### config.mk
export PLATFORM = sky130hd
export DESIGN_NAME = lfps_decode
export DESIGN_NICKNAME = d
export VERILOG_FILES = /design/src/hdl/lfps_pkg.sv /design/src/hdl/lfps_decode.sv
export SDC_FILE = /design/constraint.sdc
export NUM_CORES = 1
export LEC_CHECK = 0
export BUFFER_PORTS_ARGS = -buffer_cell sky130_fd_sc_hd__buf_2
export CORE_MARGIN = 5
export CORE_UTILIZATION = 60
export DETAILED_ROUTE_END_ITERATION = 10
export PLACE_DENSITY_LB_ADDON = 0.12
export SYNTH_ARGS = -nofsm -noshare
export SYNTH_HDL_FRONTEND = slang
export SYNTH_SLANG_ARGS = --single-unit
### constraint.sdc
create_clock -name vclk -period 13.6
set_clock_uncertainty 0.2 [all_clocks]
set_input_delay 0.68 -clock vclk [all_inputs]
set_output_delay 0.68 -clock vclk [all_outputs]
set_load 0.005 [all_outputs]
### src/hdl/lfps_pkg.sv
// Package for the line-follower PID steering block.
// Holds the item structs, register indexes and widths shared by all modules.
// No dependencies.
package lfps_pkg;

  localparam int unsigned SensorW = 16;
  localparam int unsigned GainW   = 32;
  localparam int unsigned SpeedW  = 15;
  localparam int unsigned LostW   = 6;
  localparam int unsigned CfgIdxW = 3;
  localparam int unsigned CfgDatW = 32;
  localparam int unsigned SumW    = 45;
  localparam int unsigned TermLog = 42;

  typedef enum logic [CfgIdxW-1:0] {
    REG_PROP_GAIN   = 3'd0,
    REG_INTEG_GAIN  = 3'd1,
    REG_DERIV_GAIN  = 3'd2,
    REG_BASE_SPEED  = 3'd3,
    REG_MAX_SPEED   = 3'd4,
    REG_REV_OFFSET  = 3'd5,
    REG_LOST_ERROR  = 3'd6,
    REG_LOST_ENABLE = 3'd7
  } reg_idx_e;

  typedef enum logic {
    OP_SAMPLE = 1'b0,
    OP_CLEAR  = 1'b1
  } opcode_e;

  typedef struct packed {
    logic                opcode;
    logic [SensorW-1:0]  sensor_bits;
  } in_t;

  typedef struct packed {
    logic [SpeedW-1:0]   left_duty;
    logic                left_reverse;
    logic [SpeedW-1:0]   right_duty;
    logic                right_reverse;
    logic signed [7:0]   error_half;
    logic signed [15:0]  pid_output;
  } out_t;

  typedef struct packed {
    logic               hit;
    logic signed [7:0]  err;
  } run_t;

  typedef struct packed {
    logic [SpeedW-1:0]  duty;
    logic               reverse;
  } wheel_t;

endpackage

### src/hdl/lfps_decode.sv
// Sensor run decoder for the line-follower PID steering block.
// Finds a single run of set sensor bits and turns it into a half-step error.
// Depends on lfps_pkg.
module lfps_decode (
  input  logic [lfps_pkg::SensorW-1:0] bits_i,
  output lfps_pkg::run_t               run_o
);
  import lfps_pkg::*;

  logic [3:0]         lo;
  logic [4:0]         cnt;
  logic [SensorW-1:0] low_bit;
  logic [SensorW:0]   carry_sum;
  logic               contig;
  logic               len_ok;

  always_comb begin
    lo  = 4'd0;
    cnt = 5'd0;
    for (int i = SensorW - 1; i >= 0; i--) begin
      if (bits_i[i]) begin
        lo = 4'(i);
      end
    end
    for (int i = 0; i < SensorW; i++) begin
      cnt = cnt + 5'(bits_i[i]);
    end
  end

  assign low_bit   = bits_i & (~bits_i + 1'b1);
  assign carry_sum = {1'b0, bits_i} + {1'b0, low_bit};
  assign contig    = (bits_i != '0) && ((carry_sum[SensorW-1:0] & bits_i) == '0);
  assign len_ok    = ((cnt >= 5'd2) && (cnt <= 5'd5)) ||
                     ((cnt == 5'd1) && ((lo == 4'd0) || (lo == 4'd15)));

  assign run_o.hit = contig && len_ok;
  assign run_o.err = $signed({3'b000, lo, 1'b0} + {3'b000, cnt} - 8'd16);

endmodule

### Word-level counts from Yosys, hierarchy flattened

Cells that the tools add are included.

* register bits: 0
* input port bits: 16
* logic and storage cells: 51

* add/subtract/negate cells: 19
* order comparisons: 2
* equality and inequality tests: 2
* mux-type cells: 16
* bitwise gates (word level): 3
* reductions and logical operators: 9

Operators with widths (number)
* 2-to-1 mux 4 bit: 16
* adder 5 x 1 -> 5 bit: 11
* AND 16 bit: 2
* adder 16 x 1 -> 16 bit (second input constant): 1
* adder 16 bit: 1
* logical NOT 16 bit: 1
* NOT 16 bit: 1
* nonzero test 16 bit: 1
* subtractor 6 x 5 -> 7 bit (second input constant): 1
* adder 5 x 5 -> 6 bit: 1
* adder 4 x 1 -> 5 bit: 1
* equality test 5 x 1 -> 1 bit (second input constant): 1
* greater-or-equal comparator 5 x 2 -> 1 bit (second input constant): 1
* less-or-equal comparator 5 x 3 -> 1 bit (second input constant): 1
* adder 3 x 1 -> 4 bit: 1
* equality test 4 bit (second input constant): 1
* logical AND 1 bit: 4
* logical NOT 4 bit: 1
* adder 2 x 1 -> 3 bit: 1
* adder 1 x 1 -> 2 bit: 1
* logical OR 1 bit: 2

### Logic depth before layout (Yosys ltp)

Gate-level depths: netlist of the first run.

* depth in word-level cells: 21
* gate-level depth with buffers: 19
* gate-level depth less buffers: 17

### Worst setup path after synthesis of the first run

Ideal clock, no wire load.

* path type: input to output
* from: input port bits_i[5] (netlist name)
* to: output port run_o[7] (netlist name)
* arrival: 4.999 ns
* required time: 12.720 ns
* slack: 7.721 ns
* stages on the path: 17
* buffers on the path: 2
* cell sequence: clkbuf_1 inv_1 fa_1 fa_1 fa_1 fa_1 inv_1 ha_1 fa_1 xor2_1 ha_1 ha_1 inv_1 fa_1 nor2b_1 nor3b_1 buf_4

RTL lines
* from (decl): line lfps_decode.sv:5 `input logic [lfps_pkg::SensorW-1:0] bits_i,`
* to (decl): line lfps_decode.sv:6 `output lfps_pkg::run_t run_o`

==> key figures, run 1 <==
GRT
  • GRT met1 Usage: 0.299
  • Met2 Usage GRT: 0.394
  • Met3 Use GR: 0.0294
  • Global route overflow: 0
  • Largest net degree at the start of global routing: 14
  • Initial antenna violation count: 0
  • GRT Max-Usage Layer: met2
  • Gr usage total: 0.229
  • First-pass GRT wire length: 6100 µm
  • Vias in the first global route: roughly 1300

Logic synthesis
  • Post-synthesis instance area: about 0.0014 mm²
  • Post-synthesis xor/xnor area fraction: 0.0259
  • Top post-synthesis cells by area: fa_1, ha_1, inv_1, nor2_1, o31ai_1
  • Adder-cell share of the synthesized area: 0.320
  • Yosys top cell by area: fa_1
  • Compound-cell area share of the yosys netlist: 0.256
  • Post-Syn Instances: about 180
  • Synth top area share: 0.163
  • Simple logic cell fraction of the synthesized area: 0.252
  • Mean Syn Cell Area: 7.34 µm²
  • Seq/Total Area, Yosys: 0
  • Synthesized Nets: roughly 230
  • Main combinational cell family by area after synthesis: adder cells
  • Yosys cell types: 47
  • Mux contribution to synthesized area: 0.0148
  • Yosys warns: 0

Timing
  • Worst relative slew slack: 0.585
  • Max Fclk: around 170 MHz
  • Unrepaired setup endpoints after global routing: no
  • Final TNS setup: 0 ns
  • Setup Viol. Count Final: 0
  • Worst Max-Slew Pin Slew: 0.616 ns
  • Final hold viol count: 0
  • Period Utilization, post-route: 0.443
  • Max-slew violations: 0
  • Tmin final: ~6 ns

Floorplan
  • Die X: 57.5 µm
  • Chip Height: around 57 µm
  • Starting Density: 0.617
  • # rows: 17
  • Die area: 0.00330 mm²
  • Core area: 0.00219 mm²
  • # IOs: 25

Worst setup path
  • Crit path capture type: output pin
  • Crit Path Max Fanout: 12
  • Worst EP arrival: 5.15 ns
  • Critical Path RT: between 10 and 15 ns
  • Classification of the worst setup path: in -> out
  • CP startpoint kind: input pin

Routing
  • Wire length per cell: between 15 and 20 µm
  • Initial DRT Pass Iterations: 4
  • DRT antenna net count: 0
  • Initial DRC count: 78
  • Via density: ~6.3
  • Drt drc: 0
  • Vias after detailed routing: between 1000 and 1500
  • Post-Route WL: roughly 3700 µm

Final layout
  • Area Overhead vs Synth: 6.85%
  • # diodes: 0
  • Finished Layout Cells: approximately 230
  • Seq. cell area: 0 µm²
  • Share of layout cells above drive strength 1: 0.191
  • Layout fillers: between 150 and 200
  • Final core occ: 0.659
  • Seq_cells: 0
  • Fin nets: around 250
  • Clock buffers: 0

Clocking
  • CTS resizes: 0
  • Post-CTS Setup Bufs: 0
  • CTS Hold Bufs: 0

Pwr
  • Total power: 0.170 mW
  • Power Density: 118 mW/mm²
  • Worst vdd rail ir drop: 0.132 mV
  • Leakage Power: roughly 0.67 nW

Job
  • Max-cap violation count: 0

Run status
  • Status: finished clean

Placement
  • Buffers on Ports: 25
  • Dpl cells: about 230
  • GPL Wtd Cong: approximately 0.96
  • Placed wire-length estimate: ~3100 µm

Min path
  • Hold/Removal Path Class: in -> out
-- cells in the final DEF, fill, tap and decap left out, drive strengths merged, types with 2 or more instances in the layout --
master  instances
inv            29
buf            25
nor2           17
ha             17
fa             11
o21ai          10
nand2           9
a21oi           9
o31ai           7
or2             6
nor4            6
nor3            5
nor2b           4
nand3           4
or4             4
o211ai          3
a21o            3
xnor2           3
nand4           3
a211oi          2
o21a            2
a221oi          2
mux2i           2
-- power breakdown --
group | internal (mW) | switching [mW] | leakage (nW)
Clock | 0 | 0 | 0
Combinational | 0.0777 | 0.0924 | 0.673
Sequential | 0 | 0 | 0
Total | 0.0777 | 0.0924 | 0.673
-- cell families after synthesis --
| group | after synthesis |
|---|---|
| simple gates | 62 |
| compound gates | 49 |
| buf+inv | 39 |
| fa+ha+maj | 28 |
| xor+xnor | 4 |
| mux | 2 |
-- worst max-delay path, stage by stage --
cell,delay [ns]
buf_2,0.20
inv_1,0.14
fa_1,0.58
fa_1,0.45
fa_1,0.49
fa_1,0.50
inv_1,0.05
ha_1,0.21
fa_1,0.41
xor2_1,0.25
ha_1,0.29
ha_1,0.22
inv_1,0.07
fa_1,0.20
nor2b_1,0.06
nor3b_1,0.21
buf_2,0.15
-- synthesized netlist by cell type, drive strengths merged, types with 4 or more instances --
cell	instances
buf	7
o31ai	7
a21oi	9
nor2b	4
or2	6
inv	29
nor3	5
fa	11
nand2	9
nor2	17
or4	4
nand3	4
o21ai	10
ha	17
nor4	6
-- path summary, 6_finish.rpt --
check	startpoint	to	slack, ns	cells past startpoint
hold / removal	bits_i[2]	run_o[0]	1.67	3
setup / recovery	bits_i[0]	run_o[7]	7.57	17
-- per-stage QoR --
stage | hold slack [ns] | cell area, µm² | setup WS (ns)
final | 1.67 | 1440 | 7.57
after global routing | 1.70 | 1440 | 7.26
after CTS | 1.65 | 1440 | 7.55
after detailed placement | 1.65 | 1440 | 7.56
after global placement | 1.65 | 1440 | 7.69
after floorplan | 1.29 | 1350 | 7.72
-- routing by layer --
layer | part of all wire | up-vias
li1 | - | 688
met1 | 0.39 | 664
met2 | 0.49 | 69
met3 | 0.087 | 8
met4 | 0.024 | 0
met5 | 0 | -
-- layout make-up --
type               count  area, µm²  area share
multi-input cells    145       1170       0.814
repair buffers        25        125      0.0867
inverters             29        109      0.0754
well taps             28       35.0      0.0243
Power figures use the tool's default switching activity.
==> run 2, diff against run 1 <==
Settings changed: ABC_AREA set to 1.
Clock period 13.6 ns to 6.1 ns, I/O delays scaled along.
==> key figures, run 2 <==
Run status
  • Status: finished clean

Placement
  • GPL Wtd Cong: 0.885 (-7.4%)
  • Place WS: 0.928 ns (-6.63 ns)
  • Placed wire-length estimate: 3360 µm (+8.8%)
  • Buffers on Ports: 25 (unchanged)
  • Dpl cells: 336 (+48%)
  • Post-DP Area: 0.00183 mm² (+26%)

Floorplan
  • # rows: 19 (+2)
  • Core area: 0.00271 mm² (+24%)
  • Die area: 0.00395 mm² (+20%)
  • Chip Height: 62.8 µm (+9.3%)
  • Starting Density: 0.618 (+0.000938)
  • # IOs: 25 (unchanged)
  • Die X: 62.8 µm (+9.3%)

Final layout
  • Most frequent cells in the layout: nand2_1, inv_1, nor2_1
  • Fin nets: 351 (+43%)
  • Final core occ: 0.674 (+0.0145)
  • Seq. cell area: 0 µm² (unchanged)
  • Seq_cells: 0 (unchanged)
  • Design area: 0.00183 mm² (+26%)
  • Most common cell after layout, fill and taps aside: nand2_1
  • Finished Layout Cells: 336 (+48%)
  • Share of layout cells above drive strength 1: 0.200 (+0.00905)
  • Clock buffers: 0 (unchanged)
  • # diodes: 0 (unchanged)
  • Layout fillers: 266 (+34%)
  • Area Overhead vs Synth: 9.04%

Logic synthesis
  • Mean Syn Cell Area: 5.94 µm² (-19%)
  • Yosys cell types: 36 (-23%)
  • Synth top area share: 0.159 (-0.00377)
  • Synthesized Nets: 326 (+43%)
  • Post-synthesis instance area: 0.00167 mm² (+24%)
  • Top post-synthesis cells by area: nand2_1, fa_1, ha_1, inv_1, nand3_1
  • Count leader, synth: nand2_1
  • Seq/Total Area, Yosys: 0 (unchanged)
  • Post-Syn Instances: 282 (+53%)
  • Yosys warns: 0 (unchanged)
  • Synth cell count leaders: nand2_1, inv_1, nor2_1, nand3_1, ha_1
  • Yosys top cell by area: nand2_1

Timing
  • Tmin final: approximately 5.2 ns
  • Max-slew violations: 0 (unchanged)
  • Final hold viol count: 0 (unchanged)
  • Period Utilization, post-route: 0.847
  • Max Fclk: around 190 MHz
  • Final TNS setup: 0 ns (unchanged)
  • Worst relative slew slack: 0.803 (+0.218)
  • Post-route worst setup slack: 0.935 ns (-6.64 ns)
  • Worst Max-Slew Pin Slew: 0.294 ns (-0.322 ns)
  • Unrepaired setup endpoints after global routing: no
  • Setup Viol. Count Final: 0 (unchanged)
  • WHS: 0.879 ns (-0.790 ns)

Worst setup path
  • Crit path capture type: output pin
  • Classification of the worst setup path: in -> out
  • Largest stage delay, worst path: 0.56 ns (-0.02 ns)
  • CP max stage cell: fa_1
  • CP most frequent cell: fa_1
  • CP Launch Point: bits_i[5]
  • Cell Chain, Critical Path: buf_2 > inv_1 > fa_1 > fa_1 > fa_1 > fa_1 > inv_1 > ha_1 > fa_1 > xor2_1 > ha_1 > ha_1 > inv_1 > fa_1 > o21ai_0 > nor2_1 > buf_2
  • Worst EP arrival: 4.66 ns (-0.49 ns)
  • Critical Path RT: 5.59 ns (-7.13 ns)
  • Worst Setup EP: run_o[7]
  • Crit Path Max Fanout: 5 (-7)
  • CP startpoint kind: input pin

GRT
  • Gr usage total: 0.198 (-0.0308)
  • Largest net degree at the start of global routing: 10 (-4)
  • Initial antenna violation count: 0 (unchanged)
  • Global route overflow: 0 (unchanged)
  • First-pass GRT wire length: 6900 µm (+13%)
  • Vias in the first global route: 1621 (+24%)

Clocking
  • CTS Hold Bufs: 0 (unchanged)
  • Post-CTS Setup Bufs: 0 (unchanged)
  • CTS resizes: 0 (unchanged)

Routing
  • Via density: 5.13 (-18%)
  • Drt drc: 0 (unchanged)
  • Initial DRT Pass Iterations: 4 (unchanged)
  • Vias after detailed routing: 1725 (+21%)
  • Initial DRC count: 87 (+12%)
  • Wire length per cell: 11.2 µm (-30%)
  • DRT antenna net count: 0 (unchanged)
  • Post-Route WL: 3770 µm (+3.2%)

Pwr
  • Comb power frac: 1.000 (about the same)
  • Internal Pwr Total: 0.166 mW (+110%)
  • Clk pwr share: 0 (unchanged)
  • Worst vdd rail ir drop: 0.336 mV (+150%)
  • Total power: 0.372 mW (+120%)
  • Part of the power in registers: 0 (unchanged)
  • NetSw: 0.206 mW (+120%)
  • Power Density: 204 mW/mm² (+73%)
  • Net Sw Frac: 0.554 (+0.0104)
  • Leakage Power: 1.07 nW (+60%)

Job
  • Max-cap violation count: 0 (unchanged)

Min path
  • Hold/Removal Path Class: in -> out
## run 2: cell types whose count changed after synthesis, sizes merged, moves of 4 or more
cell	before	now
nor4	6	0
inv	29	59
nand2	9	79
nor2	17	40
nand3	4	31
or4	4	0
o31ai	7	2
nor2b	4	0
buf	7	2
a21oi	9	13
## run 2: logic make-up after synthesis
family          after synthesis  share of synthesized area
compound gates               24                     0.0889
xor+xnor                      4                     0.0209
fa+ha+maj                    28                      0.259
buf+inv                      61                      0.143
simple gates                165                      0.489
## run 2: worst min-delay path by stage
stage | start | end | slack [ns] | depth (start not counted)
2_1_floorplan | bits_i[2] | run_o[0] | 0.54 | 1
3_3_place_gp | bits_i[2] | run_o[0] | 0.88 | 3
6_report | bits_i[2] | run_o[0] | 0.88 | 3
5_1_grt | bits_i[2] | run_o[0] | 0.94 | 3
4_1_cts | bits_i[2] | run_o[0] | 0.89 | 3
3_5_place_dp | bits_i[2] | run_o[0] | 0.89 | 3
## run 2: critical path: cells and delay by family
| kind | cells | cell delay, ns |
|---|---|---|
| XOR/XNOR | 1 | 0.18 |
| AND/OR/NAND/NOR | 1 | 0.07 |
| adder cells (fa/ha/maj) | 9 | 3.46 |
| buffers and inverters | 5 | 0.47 |
| AO/OA/AOI/OAI | 1 | 0.17 |
## run 2: layout make-up
type               count  area [µm²]  share of cell area
multi-input cells    221        1440               0.786
inverters             59         226               0.124
repair buffers        25         125              0.0685
well taps             31        38.8              0.0212
## run 2: power by group through the flow
stage	sequential, mW	combinational, mW	clock (mW)
3_5_place_dp	0	0.379	0
5_1_grt	0	0.438	0
4_1_cts	0	0.381	0
6_report	0	0.372	0
2_1_floorplan	0	0.269	0
3_3_place_gp	0	0.364	0
## run 2: per-layer routing
metal / track usage / up-vias / part of all wire
met5: 0 / - / 0
met4: 0 / 0 / 0
met3: 0.00360 / 0 / 0.032
met2: 0.338 / 34 / 0.46
met1: 0.296 / 762 / 0.51
li1: - / 929 / -
