<file path="src/hdl/lfps_pkg.sv">
// Package for the line-follower PID steering block.
// Holds the item structs, register indexes and widths shared by all modules.
// No dependencies.
package lfps_pkg;

  localparam int unsigned SensorW = 16;
  localparam int unsigned GainW   = 32;
  localparam int unsigned SpeedW  = 15;
  localparam int unsigned LostW   = 6;
  localparam int unsigned CfgIdxW = 3;
  localparam int unsigned CfgDatW = 32;
  localparam int unsigned SumW    = 45;
  localparam int unsigned TermLog = 42;

  typedef enum logic [CfgIdxW-1:0] {
    REG_PROP_GAIN   = 3'd0,
    REG_INTEG_GAIN  = 3'd1,
    REG_DERIV_GAIN  = 3'd2,
    REG_BASE_SPEED  = 3'd3,
    REG_MAX_SPEED   = 3'd4,
    REG_REV_OFFSET  = 3'd5,
    REG_LOST_ERROR  = 3'd6,
    REG_LOST_ENABLE = 3'd7
  } reg_idx_e;

  typedef enum logic {
    OP_SAMPLE = 1'b0,
    OP_CLEAR  = 1'b1
  } opcode_e;

  typedef struct packed {
    logic                opcode;
    logic [SensorW-1:0]  sensor_bits;
  } in_t;

  typedef struct packed {
    logic [SpeedW-1:0]   left_duty;
    logic                left_reverse;
    logic [SpeedW-1:0]   right_duty;
    logic                right_reverse;
    logic signed [7:0]   error_half;
    logic signed [15:0]  pid_output;
  } out_t;

  typedef struct packed {
    logic               hit;
    logic signed [7:0]  err;
  } run_t;

  typedef struct packed {
    logic [SpeedW-1:0]  duty;
    logic               reverse;
  } wheel_t;

endpackage

</file>
<file path="src/hdl/lfps_wheel.sv">
// Wheel duty mapper for the line-follower PID steering block.
// Saturates a wheel value and maps it to duty and direction with a dead band.
// Depends on lfps_pkg.
module lfps_wheel (
  input  logic signed [17:0]          value_i,
  input  logic [lfps_pkg::SpeedW-1:0] max_speed_i,
  input  logic [lfps_pkg::SpeedW-1:0] rev_offset_i,
  output lfps_pkg::wheel_t            wheel_o
);
  import lfps_pkg::*;

  logic signed [15:0] sat;
  logic [16:0]        neg_mag;
  logic [16:0]        rev_duty;

  always_comb begin
    priority if (value_i > 18'sd32767) begin
      sat = 16'sh7fff;
    end else if (value_i < -18'sd32768) begin
      sat = 16'sh8000;
    end else begin
      sat = value_i[15:0];
    end
  end

  assign neg_mag  = 17'd0 - {sat[15], sat};
  assign rev_duty = {2'b00, rev_offset_i} + {1'b0, neg_mag[16:1]};

  always_comb begin
    priority if (!sat[15]) begin
      wheel_o.reverse = 1'b0;
      wheel_o.duty    = (sat[14:0] > max_speed_i) ? max_speed_i : sat[14:0];
    end else if (neg_mag > {2'b00, rev_offset_i}) begin
      wheel_o.reverse = 1'b1;
      wheel_o.duty    = (rev_duty > {2'b00, max_speed_i}) ? max_speed_i : rev_duty[14:0];
    end else begin
      wheel_o.reverse = 1'b0;
      wheel_o.duty    = '0;
    end
  end

endmodule

</file>
<file path="config.mk">
export PLATFORM = sky130hd
export DESIGN_NAME = lfps_wheel
export DESIGN_NICKNAME = d
export VERILOG_FILES = /design/src/hdl/lfps_pkg.sv /design/src/hdl/lfps_wheel.sv
export SDC_FILE = /design/constraint.sdc
export NUM_CORES = 1
export LEC_CHECK = 0
export ABC_AREA = 1
export BUFFER_PORTS_ARGS = -buffer_cell sky130_fd_sc_hd__buf_2
export CAP_MARGIN = 10
export CORE_MARGIN = 2
export CORE_UTILIZATION = 25
export DETAILED_ROUTE_END_ITERATION = 8
export PLACE_DENSITY = 0.42
export REMOVE_ABC_BUFFERS = 1
export SYNTH_ARGS = -nofsm -noshare
export SYNTH_HDL_FRONTEND = slang
export SYNTH_SLANG_ARGS = --single-unit
export TNS_END_PERCENT = 30
</file>
<file path="constraint.sdc">
create_clock -name vclk -period 7.7
set_input_delay 1.155 -clock vclk [all_inputs]
set_output_delay 1.155 -clock vclk [all_outputs]
set_load 0.05 [all_outputs]
</file>
* Word level (Yosys, flattened, before mapping)
Cells that the tools add are included.
Widths: inputs -> output; s select.
** Word-level totals
- Word-level logic and storage cells :: 13
- Input port bits :: 48
- Output and inout port bits :: 16
- Register bits :: 0
** Operators by class
- Add/sub/neg operators :: 2
- $lt $le $gt $ge :: 5
- Multiplexer cells :: 6
** Operator list (number)
- $mux 16 :: 4
- $gt 17x15->1 :: 2
- $mux 15 :: 2
- $gt 18x16->1 const B :: 1
- $lt 18x16->1 const B :: 1
- $add 15x16->17 :: 1
- $sub 1x16->17 const A :: 1
- $gt 15x15->1 :: 1

* Depth between registers and ports, before layout
Gate-level depths: netlist of the first run.
- Word-level depth :: 9
- Mapped depth :: 36

* Worst setup path before layout of the first run
OpenSTA, ideal clock, no wires.
- Path kind :: input-to-output
- Start point :: input port value_i[15]
- End point :: output port wheel_o[10] (netlist bit)
- Stages on the path :: 30
- Data arrival time :: 5.491 ns
- Buffers on the path :: 1
- Required time :: 6.545 ns
- Path slack :: 1.054 ns
- Cell sequence :: o21ai_4 inv_2 o21ai_0 ha_1 nand3_1 nor2_4 nand4_1 nor2_1 nand2_1 xor2_1 ha_1 nand2_1 inv_1 nand2_1 nand2_1 a21oi_1 nand2_1 or2_2 nand2_1 inv_1 ha_1 nand2_1 nor4_1 nand4_1 nand2_1 nand3_4 buf_6 nand2_1 nand3_1 nand2_1
** RTL lines
- start: declaration :: line lfps_wheel.sv:5 : input logic signed [17:0] value_i,
- end: declaration :: line lfps_wheel.sv:8 : output lfps_pkg::wheel_t wheel_o

==> results of run 1 <==
report_power, final:
part	switching (mW)	internal [mW]
Clock	0	0
Sequential	0	0
Combinational	0.313	0.149
Total	0.313	0.149
cells by family after synthesis:
kind of cell               after synthesis
buffers and inverters                  110
and+or+nand+nor                        279
xor gates and xnor gates                23
AOI/OAI and AO/OA                       72
adders and majority gates               66
worst min path at each step:
stage                          startpoint     endpoint  slack, ns  cells past startpoint
after floorplan               value_i[17]   wheel_o[0]       2.68                      2
after CTS                  max_speed_i[1]   wheel_o[2]       2.80                      4
final                     max_speed_i[14]  wheel_o[15]       2.79                      4
after detailed placement  max_speed_i[14]  wheel_o[15]       2.80                      4
after global placement    max_speed_i[13]  wheel_o[14]       2.80                      4
after global routing      max_speed_i[13]  wheel_o[14]       2.83                      4
tightest hold or removal path, cell delays in order:
cell      delay [ns]
buf_2           0.08
o211ai_1        0.09
nand2_1         0.06
buf_2           0.25
cell usage after synthesis (2+ instances only):
cell type / n / area [um^2]
o21ai_4: 2 / 32.5
nor4_1: 2 / 12.5
nor2_1: 32 / 120
inv_1: 92 / 345
nand2_1: 161 / 604
nand3_1: 34 / 170
nand2_2: 8 / 50.1
a21oi_1: 34 / 170
buf_2: 3 / 15.0
inv_2: 6 / 22.5
xor2_1: 21 / 184
o21ai_0: 15 / 75.1
buf_6: 4 / 45.0
clkbuf_1: 5 / 18.8
ha_1: 65 / 813
xnor2_1: 2 / 17.5
nor2_2: 3 / 18.8
o211ai_1: 13 / 97.6
nand4_1: 25 / 156
a211oi_1: 2 / 15.0
nand3b_1: 3 / 22.5
nor3_1: 4 / 20.0
routing by layer:
layer,share of wire,track usage,vias to the layer above
met2,0.45,0.284,97
met3,0.038,0.00156,10
met4,0.014,0.0183,0
met1,0.50,0.239,1607
met5,0,0,-
li1,-,-,1921
final cells by class:
| type | instances | area share |
|---|---|---|
| Multi-Input combinational cell | 440 | 0.740 |
| Timing Repair Buffer | 70 | 0.101 |
| Inverter | 98 | 0.100 |
| Tap cell | 172 | 0.0583 |
timing repair:
item,CTS,global route
gates resized for setup,0,6
endpoints found under the setup margin,0,15
hold buffers,0,0
==> results.py, run 1 <==
metrics = {
    "floorplanning": {
        "die_area_um2": 13600,
        "row_count": 41,
        "start_util": 0.254,
        "die_y_um": 117,
        "io_pins": 64,
        "die_w_um": 117,
        "design.core.area_um2": 12500,
    },
    "finish": {
        "seq_area_um2": 0,
        "multi_input_area_um2": 2730,
        "final_util": 0.296,
        "layout_commonest_cell": "nand2_1",
        "finalNetCount": 724,
        "final_cell_mix": "nand2_1 (161), inv_1 (91), ha_1 (65)",
        "design_area_um2": 3690,
        "layoutNonFillerInstCount": 780,
        "num_antenna_cells": 0,
        "drive_gt1_frac": 0.164,
        "seq_cells": 0,
        "fillers": 1455,
        "nClkBuffers": 0,
        "area_growth_pct": 16.6,
    },
    "timing": {
        "relSlewSlack": 0.623,
        "worstMarginPinSlew_ns": 0.565,
        "finalHoldViolations": 0,
        "worst_slack_ns": 0.481,
        "finalCritPeriodShare": 0.938,
        "whs_ns": 2.79,
        "rsz0062_at_grt": "false",
        "setup_viol_count_final": 0,
        "max_freq_mhz": 139,
        "tns_ns": 0,
        "fin_crit_ns": 7.22,
        "drv_slew": 0,
    },
    "grt": {
        "antenna_found_initial": 0,
        "grt_usage": 0.165,
        "grt_pass1_wl_um": 17700,
        "grt.overflow.total": 0,
        "grt_pass1_vias": 3446,
        "grt_max_degree": 31,
    },
    "critical_path": {
        "critical-path-slowest-cell": "ha_1",
        "crit_start": "value_i[16]",
        "critPathBufInv": 5,
        "slowest_delay_ns": 0.34,
        "crit_cells": 31,
        "crit_path_frequent_cell": "nand2_1",
        "startpoint_type": "input pin",
        "endpoint_kind": "output pin",
        "crit_end": "wheel_o[10]",
        "critPathMaxFanout": 15,
        "critical_path_arrival_ns": 6.06,
        "critical_path_class": "in2out",
        "required_ns": 6.55,
        "path_delay_family": "simple AND/OR/NAND/NOR gates",
    },
    "synthesis": {
        "synth_mux_area_frac": 0,
        "syn_avg_cell_area_um2": 5.76,
        "synth_top_family_by_area": "simple AND/OR/NAND/NOR gates",
        "yosys.area_share.simple": 0.395,
        "ys_warn_count": 0,
        "syn-instance-count": 550,
        "synth_fa_ha_area_frac": 0.263,
        "synthXorXnorAreaFrac": 0.0636,
        "synth_compound_gate_area_share": 0.137,
        "yosysSeqAreaShare": 0,
        "syn_area_um2": 3170,
        "synth_cell_types": 36,
    },
    "status": {
        "status": "completed",
    },
    "place": {
        "dp.cells": 779,
        "hpwl_um": 9760,
        "placed_cell_area_um2": 3660,
        "portBuffers": 64,
        "routabilityCongestion": 0.913,
        "place_ws_ns": 0.289,
    },
    "route": {
        "drt-total-wl_um": 11200,
        "avgRoutedWirePerCell_um": 14.3,
        "drt.antenna.violating_nets": 0,
        "avgViaCountPerCell": 4.66,
        "drtIter0Drc": 267,
        "drtPass1Iterations": 4,
        "via_count": 3635,
        "drc": 0,
    },
    "power_and_ir_drop": {
        "p_leak_nw": 2.17,
        "power.total_mw": 0.463,
        "ir_drop_uv": 39.7,
        "powerDensity_nw_per_um2": 125,
    },
    "run": {
        "drv_cap": 0,
    },
    "cts": {
        "cts_setup_buffers": 0,
    },
    "hold_path": {
        "hold_path_class": "in2out",
    },
}
(Power assumes the default switching activity.)
==> run 2: changes to the inputs <==
==> constraint.sdc (replaced) <==
create_clock -name vclk -period 8.7
set_input_delay 1.305 -clock vclk [all_inputs]
set_output_delay 1.305 -clock vclk [all_outputs]
set_load 0.05 [all_outputs]
==> results.py, run 2 (synthesis results as in run 1) <==
metrics = {
    "place": {
        "hpwl_um": 9760,
        "portBuffers": 64,
        "routabilityCongestion": 0.892,
        "place_ws_ns": 0.602,
    },
    "critical_path": {
        "slowest_delay_ns": 0.32,
        "critical_path_class": "in2out",
        "crit_path_frequent_cell": "nand2_1",
        "critPathMaxFanout": 20,
        "critical-path-slowest-cell": "ha_1",
        "startpoint_type": "input pin",
        "critical_path_arrival_ns": 6.60,
        "endpoint_kind": "output pin",
        "required_ns": 7.39,
    },
    "power_and_ir_drop": {
        "power.total_mw": 0.403,
        "p_leak_nw": 2.15,
        "ir_drop_uv": 47.6,
        "powerDensity_nw_per_um2": 111,
    },
    "route": {
        "avgRoutedWirePerCell_um": 14.1,
        "drtPass1Iterations": 4,
        "avgViaCountPerCell": 4.64,
        "via_count": 3597,
        "drtIter0Drc": 195,
        "drt-total-wl_um": 10900,
        "drt.antenna.violating_nets": 0,
        "drc": 0,
    },
    "grt": {
        "grt_usage": 0.161,
        "grt_pass1_wl_um": 17300,
        "grt_max_degree": 21,
        "grt.overflow.total": 0,
        "grt_pass1_vias": 3444,
        "antenna_found_initial": 0,
    },
    "floorplanning": {
        "die_area_um2": 13600,
        "die_w_um": 117,
        "start_util": 0.254,
        "row_count": 41,
        "io_pins": 64,
        "design.core.area_um2": 12500,
        "die_y_um": 117,
    },
    "timing": {
        "worst_slack_ns": 0.795,
        "fin_crit_ns": 7.90,
        "worstMarginPinSlew_ns": 0.679,
        "tns_ns": 0,
        "relSlewSlack": 0.548,
        "finalCritPeriodShare": 0.909,
        "finalHoldViolations": 0,
        "whs_ns": 3.09,
        "setup_viol_count_final": 0,
        "max_freq_mhz": 127,
        "rsz0062_at_grt": "false",
        "drv_slew": 0,
    },
    "finish": {
        "drive_gt1_frac": 0.154,
        "area_growth_pct": 15.0,
        "seq_area_um2": 0,
        "finalNetCount": 720,
        "nClkBuffers": 0,
        "num_antenna_cells": 0,
        "seq_cells": 0,
        "layout_commonest_cell": "nand2_1",
        "final_cell_mix": "nand2_1 (161), inv_1 (92), ha_1 (65)",
        "fillers": 1448,
    },
    "run": {
        "drv_cap": 0,
    },
    "hold_path": {
        "hold_path_class": "in2out",
    },
    "cts": {
        "cts_hold_buf": 0,
        "cts_setup_buffers": 0,
    },
    "status": {
        "status": "completed",
    },
}
## run 2: cell type report
class                      count  area (um^2)  share of cell area
tap                          172          215              0.0591
multi-input combinational    440         2720               0.748
timing repair buffer          66          335              0.0921
inverter                      98          368               0.101
## run 2: metrics by stage
stage           util  area [um^2]  instances
2_1_floorplan      -         3090        538
3_3_place_gp   0.292         3640        776
3_5_place_dp   0.292         3640        776
4_1_cts        0.292         3640        776
5_1_grt        0.292         3640        776
6_report       0.292         3640        776
## run 2: what timing repair did
item / 4_1_cts / 5_1_grt
endpoints found under the hold margin: 0 / 0
gates resized for setup: 0 / 1
setup endpoints to repair: 0 / 8
## run 2: worst max-delay path, delay by kind of cell
kind / cells / cell delay [ns]
and+or+nand+nor: 19 / 2.73
adders and majority gates: 3 / 0.86
buffers and inverters: 6 / 0.78
AOI/OAI and AO/OA: 3 / 0.67
xor gates and xnor gates: 1 / 0.22
## run 2: per-layer routing
| metal | vias up | GRT usage | routed length [um] |
|---|---|---|---|
| li1 | 1914 | - | - |
| met5 | - | 0 | 0 |
| met4 | 0 | 0.0206 | 157 |
| met3 | 10 | 0.00467 | 423 |
| met2 | 97 | 0.279 | 4940 |
| met1 | 1576 | 0.229 | 5390 |
## run 2: worst paths after layout
check                       start           to  slack (ns)  cells past startpoint
setup / recovery      value_i[17]  wheel_o[15]        0.80                     32
hold / removal    max_speed_i[12]  wheel_o[13]        3.09                      4
## run 2: power breakdown
| part | switching (mW) | total (mW) | internal (mW) |
|---|---|---|---|
| clock network | 0 | 0 | 0 |
| logic | 0.276 | 0.403 | 0.128 |
| registers | 0 | 0 | 0 |
| total | 0.276 | 0.403 | 0.128 |
==> run 3: changes to the inputs <==
--- a/config.mk
+++ b/config.mk
@@ -7,11 +7,10 @@
 export LEC_CHECK = 0
 export ABC_AREA = 1
 export BUFFER_PORTS_ARGS = -buffer_cell sky130_fd_sc_hd__buf_2
-export CAP_MARGIN = 10
 export CORE_MARGIN = 2
-export CORE_UTILIZATION = 25
+export CORE_UTILIZATION = 50
 export DETAILED_ROUTE_END_ITERATION = 8
-export PLACE_DENSITY = 0.42
+export PLACE_DENSITY = 0.74
 export REMOVE_ABC_BUFFERS = 1
 export SYNTH_ARGS = -nofsm -noshare
 export SYNTH_HDL_FRONTEND = slang
==> results.py, run 3 (synthesis results as in run 1) <==
metrics = {
    "timing": {
        "drv_slew": 0,
        "fin_crit_ns": 7.83,
        "finalHoldViolations": 0,
        "rsz0062_at_grt": "false",
        "setup_viol_count_final": 0,
        "max_freq_mhz": 128,
        "tns_ns": 0,
        "relSlewSlack": 0.262,
        "finalCritPeriodShare": 0.900,
        "worstMarginPinSlew_ns": 1.11,
    },
    "critical_path": {
        "slowest_delay_ns": 0.44,
        "critical_path_class": "in2out",
        "endpoint_kind": "output pin",
        "crit_path_frequent_cell": "nand2_1",
        "critPathBufInv": 6,
        "critical-path-slowest-cell": "o21ai_0",
        "critical_path_arrival_ns": 6.53,
        "crit_cells": 30,
        "critPathMaxFanout": 20,
        "required_ns": 7.39,
        "path_delay_family": "simple AND/OR/NAND/NOR gates",
        "startpoint_type": "input pin",
    },
    "floorplanning": {
        "die_y_um": 83.6,
        "design.core.area_um2": 6030,
        "die_area_um2": 6980,
        "row_count": 28,
        "io_pins": 64,
        "start_util": 0.525,
        "die_w_um": 83.6,
    },
    "finish": {
        "final_cell_mix": "nand2_1 (161), inv_1 (92), ha_1 (65)",
        "num_antenna_cells": 0,
        "area_growth_pct": 10.9,
        "finalNetCount": 719,
        "seq_area_um2": 0,
        "layout_commonest_cell": "nand2_1",
        "seq_cells": 0,
        "fillers": 644,
        "drive_gt1_frac": 0.153,
        "nClkBuffers": 0,
    },
    "cts": {
        "cts_hold_buf": 0,
        "cts_resized": 0,
        "cts_setup_buffers": 0,
    },
    "route": {
        "drc": 0,
        "drtIter0Drc": 182,
        "avgRoutedWirePerCell_um": 13.7,
        "via_count": 3687,
        "avgViaCountPerCell": 5.44,
        "drtPass1Iterations": 5,
        "drt.antenna.violating_nets": 0,
        "drt-total-wl_um": 9260,
    },
    "grt": {
        "grt_usage": 0.262,
        "grt_pass1_wl_um": 15600,
        "grt_max_degree": 31,
        "grt.overflow.total": 0,
        "antenna_found_initial": 0,
        "grt_pass1_vias": 3494,
    },
    "place": {
        "portBuffers": 64,
        "hpwl_um": 7990,
        "routabilityCongestion": 0.942,
    },
    "power_and_ir_drop": {
        "powerDensity_nw_per_um2": 112,
        "p_leak_nw": 2.14,
        "ir_drop_uv": 56.9,
        "power.total_mw": 0.394,
    },
    "hold_path": {
        "min_path_cells": 4,
        "hold_path_class": "in2out",
    },
    "status": {
        "status": "completed",
    },
    "run": {
        "drv_cap": 0,
    },
}
==> run 3: area by class of cell <==
cell class,instances,area [um^2],area share
multi-input combinational,440,2720,0.775
inverter,98,368,0.105
tap,75,93.8,0.0267
timing repair buffer,65,328,0.0933
==> run 3: path summary, 6_finish.rpt <==
path,from,end,slack (ns)
worst max-delay path,value_i[17],wheel_o[4],0.87
worst min-delay path,max_speed_i[14],wheel_o[15],3.10
==> run 3: metrics by stage <==
step                hold slack, ns  std cells   util  instance area (um^2)  worst slack [ns]
global route                  3.13        678  0.583                  3510             0.370
finish                        3.10        678  0.583                  3510             0.868
detailed placement            3.10        678  0.583                  3510             0.976
CTS                           3.10        678  0.583                  3510             0.937
global placement              3.10        678  0.583                  3510              1.16
floorplan                     2.98        538      -                  3090              1.48
==> run 3: metal layers <==
layer	up-vias	GRT usage	part of all wire
met2	155	0.457	0.44
met3	21	0.0129	0.072
met5	-	0	0
li1	1909	-	-
met4	0	0.0660	0.025
met1	1602	0.351	0.46
==> run 3: power breakdown <==
part	total [mW]	switching, mW	internal (mW)
Sequential	0	0	0
Combinational	0.394	0.268	0.127
Clock	0	0	0
